[src/hdl/ddsm_pkg.sv]
// Types, codes and constants of the differential drive step mixer.
package ddsm_pkg;

  localparam int unsigned LevelW  = 5;
  localparam int unsigned CountW  = 4;
  localparam int unsigned SpeedW  = 10;
  localparam int unsigned MotionW = 3;
  localparam int unsigned OpW     = 2;
  localparam int unsigned CfgIdxW = 3;
  localparam int unsigned CfgDatW = 5;
  localparam int unsigned MulW    = 16;
  localparam int unsigned ProdW   = 2 * MulW;
  localparam int unsigned FullW   = 9;

  // floor(x / 10) == (x * RecipTenth) >> RecipShift for every x below 81920.
  localparam logic [MulW-1:0] RecipTenth = 16'd52429;
  localparam int unsigned     RecipShift = 19;
  localparam int unsigned     QuotW      = ProdW - RecipShift;
  localparam logic [4:0]      Tenths     = 5'd10;
  localparam logic [SpeedW-1:0] SpeedMaxOut = 10'd1023;

  typedef enum logic [OpW-1:0] {
    OP_STOP  = 2'd0,
    OP_YAW   = 2'd1,
    OP_SPEED = 2'd2,
    OP_NONE  = 2'd3
  } op_e;

  typedef enum logic [MotionW-1:0] {
    MOT_STOP      = 3'd0,
    MOT_FORWARD   = 3'd1,
    MOT_BACK      = 3'd2,
    MOT_ROT_RIGHT = 3'd3,
    MOT_ROT_LEFT  = 3'd4
  } motion_e;

  typedef enum logic [CfgIdxW-1:0] {
    REG_SPEED_UNIT      = 3'd0,
    REG_MAX_SPEED_LEVEL = 3'd1,
    REG_MIN_SPEED_LEVEL = 3'd2,
    REG_MAX_YAW_LEVEL   = 3'd3,
    REG_ROTATE_GAIN     = 3'd4
  } reg_idx_e;

  typedef struct packed {
    logic [4:0] speed_unit;
    logic [3:0] max_speed_level;
    logic [3:0] min_speed_level;
    logic [3:0] max_yaw_level;
    logic [2:0] rotate_gain;
  } cfg_t;

  typedef struct packed {
    logic speed_axis;
    logic down;
  } step_req_t;

endpackage

[src/hdl/ddsm_level_step.sv]
// One yaw or speed level step, applied once per cycle by the sequencer.
module ddsm_level_step import ddsm_pkg::*; (
  input  cfg_t                     cfg_i,
  input  step_req_t                req_i,
  input  logic signed [LevelW-1:0] yaw_i,
  input  logic signed [LevelW-1:0] speed_i,
  output logic signed [LevelW-1:0] yaw_o,
  output logic signed [LevelW-1:0] speed_o
);

  logic signed [LevelW-1:0] yaw_lim;
  logic signed [LevelW-1:0] lo;
  logic signed [LevelW-1:0] hi;

  assign yaw_lim = $signed({1'b0, cfg_i.max_yaw_level});
  assign lo      = $signed({1'b0, cfg_i.min_speed_level});
  assign hi      = $signed({1'b0, cfg_i.max_speed_level});

  always_comb begin
    yaw_o   = yaw_i;
    speed_o = speed_i;
    if (!req_i.speed_axis) begin
      // Yaw saturates at the limit; a level already beyond it stays put outward.
      if (!req_i.down) begin
        if (yaw_i < yaw_lim) yaw_o = yaw_i + 5'sd1;
      end else begin
        if (yaw_i > -yaw_lim) yaw_o = yaw_i - 5'sd1;
      end
    end else begin
      // Speed jumps the dead zone between zero and the minimum level.
      if (!req_i.down) begin
        if (speed_i == -lo)     speed_o = '0;
        else if (speed_i == '0) speed_o = lo;
        else if (speed_i < hi)  speed_o = speed_i + 5'sd1;
      end else begin
        if (speed_i == lo)      speed_o = '0;
        else if (speed_i == '0) speed_o = -lo;
        else if (speed_i > -hi) speed_o = speed_i - 5'sd1;
      end
    end
  end

endmodule

[config.mk]
export PLATFORM = sky130hd
export DESIGN_NAME = ddsm_level_step
export DESIGN_NICKNAME = d
export VERILOG_FILES = /design/src/hdl/ddsm_pkg.sv /design/src/hdl/ddsm_level_step.sv
export SDC_FILE = /design/constraint.sdc
export NUM_CORES = 1
export LEC_CHECK = 0
export ABC_AREA = 1
export CORE_MARGIN = 3
export CORE_UTILIZATION = 65
export DETAILED_ROUTE_END_ITERATION = 8
export DONT_BUFFER_PORTS = 1
export GPL_TIMING_DRIVEN = 0
export PLACE_DENSITY_LB_ADDON = 0.05
export SKIP_LAST_GASP = 1
export SYNTH_ARGS = -nofsm -noshare
export SYNTH_HDL_FRONTEND = slang
export SYNTH_SLANG_ARGS = --single-unit
[constraint.sdc]
create_clock -name vclk -period 3.6
set_input_delay 0.72 -clock vclk [all_inputs]
set_output_delay 0.72 -clock vclk [all_outputs]
set_load 0.1 [all_outputs]
======== Yosys cells after proc, flatten, opt, wreduce, memory -nomap -nowiden ========
Cells that the tools add are included.
W data, S select, Z words.
storage, ports and cells
  flip-flop bits (word level) ............. 0
  latch bits .............................. 0
  memory bits (writable) .................. 0
  ROM bits ................................ 0
  input bits .............................. 32
  word-level logic and storage cells ...... 26
  memories kept ........................... 0
cells by class
  $add $sub $neg .......................... 7
  $mul .................................... 0
  divide/modulo/power cells ............... 0
  magnitude comparators ................... 4
  eq/ne operators ......................... 2
  shift-type cells ........................ 0
  multiplexer cells ....................... 12
  bitwise logic cells ..................... 0
  reduce and logical (&&, ||, !) cells .... 1
operator list
  kind                   number
  $mux W5                12
  $neg A4 Y5             3
  $add A5 B2 Y5 const B  2
  $eq A5 B5 Y1           2
  $gt A5 B5 Y1           2
  $lt A5 B5 Y1           2
  $sub A5 B2 Y5 const B  2
  $logic_not A5 Y1       1

======== Logic depth before layout (Yosys ltp) ========
  word-level depth ........................ 7
  depth in mapped cells ................... 17
  gate-level depth less buffers ........... 17

======== Least setup slack after synthesis ========
Ideal clock, no wire load.
  kind .................................... input to output
  start ................................... in cfg_i[11] in the netlist's numbering
  end ..................................... out speed_o[2]
  arrival ................................. 3.523 ns
  setup slack ............................. -0.643 ns
  stages .................................. 14
  path buffers ............................ 0
  path through ............................ inv_1 ha_1 nand2_1 nor2_1 ha_1 a21oi_1 nand3_2 nand2_1 nand3_2 nand2_1 nand2_1 nand2_1 nand2_1 a21oi_1
between the ends
  cells in the longest elaborated chain, start to end .. 7
  elaborated cells on any way between the ends .. 11
  those cells by class .................... add/sub (1); order compare (2); mux (8)
ends and longest elaborated chain
  element             line                   source
  start: declaration  ddsm_level_step.sv:3   input cfg_t cfg_i,
  $neg A4 Y5          ddsm_level_step.sv:38  else if (speed_i > -hi) speed_o = speed_i - 5'sd1;
  $gt A5 B5 Y1        ddsm_level_step.sv:38
  $mux W5             ddsm_level_step.sv:38
  $mux W5             ddsm_level_step.sv:37  else if (speed_i == '0) speed_o = -lo;
  $mux W5             ddsm_level_step.sv:36  if (speed_i == lo) speed_o = '0;
  $mux W5 (*)         ddsm_level_step.sv:31  if (!req_i.down) begin
  $mux W5 (*)         ddsm_level_step.sv:22  if (!req_i.speed_axis) begin
  end: declaration    ddsm_level_step.sv:8   output logic signed [LevelW-1:0] speed_o
Mark *: on every way between the ends. The rest lies on a longest branch, timed or not.

======== Worst setup path in the final report ========
  start ................................... in cfg_i[4] in the netlist's numbering
  end ..................................... out yaw_o[0]
between the ends
  cells in the longest elaborated chain, start to end .. 5
  elaborated cells on any way between the ends .. 7
  those cells by class .................... add/sub (1); order compare (2); mux (4)
ends and longest elaborated chain
  element           line                   source
  $neg A4 Y5        ddsm_level_step.sv:27  if (yaw_i > -yaw_lim) yaw_o = yaw_i - 5'sd1;
  $gt A5 B5 Y1      ddsm_level_step.sv:27
  $mux W5           ddsm_level_step.sv:27
  $mux W5 (*)       ddsm_level_step.sv:24  if (!req_i.down) begin
  $mux W5 (*)       ddsm_level_step.sv:22
  end: declaration  ddsm_level_step.sv:7   output logic signed [LevelW-1:0] yaw_o,
Marked as above.

==> impl_metrics.toml <==
[status]
status = "finished, final reports clean"

[detailed_routing]
wl_microns = 3800
drc = 0
wl_per_cell_microns = 12.9
ant_nets = 0
initialDrtViolationCount = 44
drtPass1Iterations = 5
vias = 1631
vias_per_cell = 5.53

[synth]
ys_seq_area_share_pct = 0
yosys.area_share.adder_pct = 19.1
synth_fp_nets = 322
synth.avg_cell_area_sq_um = 5.64
yosys_warnings = 0
yosysTopAreaCell = "ha_1"
synth-simple-area-share_pct = 48.1
synthTopCellsByArea = "ha_1 (19%), nand2_1 (18%), inv_1 (9.5%)"
synth_xor_area_share_pct = 9.30
netlist_area_sq_mm = 0.00151
synth_top_area_share_pct = 19.1
synth_top_family_by_area = "simple AND/OR/NAND/NOR gates"
synth_cell_types = 27
syn_inst = 267
synth_compound_area_share_pct = 9.30
muxShareOfSynthArea_pct = 0

[sta]
worst_pin_slew_ps = 716
finalHoldViolCount = 0
finalSetupViolations = 0
slew_headroom_pct = 52.2
period_share_pct = 99.5
min_period_ps = 3580
slew_violations = 0
rsz0062_at_grt = "yes"
hold_ws_ps = 1770
clock.fmax_ghz = 0.279

[placed_design]
gp_congestion = 0.869
placed_area_sq_mm = 0.00159
dpl.hpwl_microns = 2850
place_inst = 294
io_buffer_count = 0

[critical_path]
path_class = "input pin to primary output"
crit_required_ps = 2880
end_kind = "primary output"
startpoint = "cfg_i[4]"
critPathMaxFanout = 5
startpoint_type = "input pin"
arrival_ps = 2860

[floorplanning]
ioPinCount = 42
row_count = 16
die_w_microns = 54.1
die_area_sq_mm = 0.00293
core-area_sq_mm = 0.00208
initial_utilization_pct = 72.4
die_h_microns = 54.1

[cells_and_area]
post-route-util_pct = 82.0
drive_gt1_share_pct = 20.9
fill_cells = 174
clock_buffers = 0
fin_cells = 295
final_cell_area_sq_mm = 0.00171
layout.nets = 325
seq_cells = 0
areaGrowthSynthToFinish_pct = 13.3
antennaDiodeCount = 0
ff_latch_area_sq_um = 0

[worst_hold_path]
min_from = "yaw_i[4]"
hold_class = "input pin to primary output"

[pwr]
vdd_drop_max_v = 0.000149
power_density_mw_per_mm2 = 193
total_power_w = 0.000330
power.leakage_nw = 0.908

[clocking]
holdBufCountCts = 0

[global_routing]
grt_first_pass_wirelength_microns = 5560
grt_pass1_vias = 1340
grt_start_max_net_pins = 11
grt_antenna_before_repair = 0
grt_overflow = 0
grt.total_usage_pct = 24.5

[run]
maxCapViolCount = 0
==> where the power goes <==
group          switching [W]  internal, W  leakage (nW)  total (W)
clock                      0            0             0          0
sequential                 0            0             0          0
combinational       0.000238    0.0000917         0.908   0.000330
==> synth_stat cells (all sizes together) <==
cell type and n:
nand3b 1, o21ai 7, buf 3, a31oi 2
ha 23, xnor2 5, o21bai 1, inv 46
nand3 33, nor2 33, o211ai 1, clkinv 1
xor2 11, a21oi 12, nand2 79, nand4 7
nor3 2
==> cells by family after synthesis <==
| family | after synthesis |
|---|---|
| buffers and inverters | 50 |
| adders and majority gates | 23 |
| xor gates and xnor gates | 16 |
| AOI/OAI and AO/OA | 23 |
| and+or+nand+nor | 155 |
==> worst max-delay path, cell delays in order <==
cell	delay, ps
inv_12	20
ha_4	150
xor2_1	150
ha_1	300
nand2_1	60
inv_1	50
o21bai_1	230
nand3_1	130
nand2_2	100
nand3_4	110
nand2_2	130
nand3_4	100
xor2_4	600
==> metal layers <==
metal  GRT usage [%]  vias to the layer above  wire (microns)
met3            1.39                        2             223
met5               0                        -               0
met1            33.5                      722            1640
met4               0                        0              14
li1                -                      859               -
met2            44.0                       48            1930
==> stage by stage <==
| step | setup slack, ps | setup TNS (ps) |
|---|---|---|
| 2_1_floorplan | -96.3 | -96.3 |
| 3_3_place_gp | -257 | -420 |
| 3_5_place_dp | -301 | -580 |
| 4_1_cts | 15.8 | 0 |
| 5_1_grt | -91.6 | -185 |
| 6_report | 18.3 | 0 |
==> cell type report <==
type | count | area, sq um | area share [%]
Timing Repair Buffer | 1 | 7.51 | 0.440
Inverter | 47 | 204 | 12.0
Buffer | 3 | 27.5 | 1.61
Multi-Input combinational cell | 217 | 1430 | 84.0
Tap cell | 27 | 33.8 | 1.98
==> final timing paths <==
check,endpoint,slack (ps),cells after the start
setup / recovery,yaw_o[0],20,13
hold / removal,yaw_o[4],1770,2
==> placed cells by master, fill, tap and decap left out, types with 3 or more instances in the layout <==
| cell | count |
|---|---|
| nand2_1 | 65 |
| inv_1 | 36 |
| nor2_1 | 26 |
| nand3_1 | 25 |
| ha_1 | 20 |
| nand2_2 | 14 |
| xor2_1 | 10 |
| inv_2 | 7 |
| nand4_1 | 7 |
| nand3_2 | 6 |
| a21oi_1 | 6 |
| xnor2_1 | 5 |
| nor2_4 | 4 |
| a21oi_4 | 4 |
| o21ai_0 | 4 |
| nor2_2 | 3 |
==> what timing repair did <==
action	4_1_cts	5_1_grt
buffers inserted	0	1
setup endpoints to repair	5	9
pin swaps	0	19
gates resized for setup	5	25
Power figures use the tool's default switching activity.
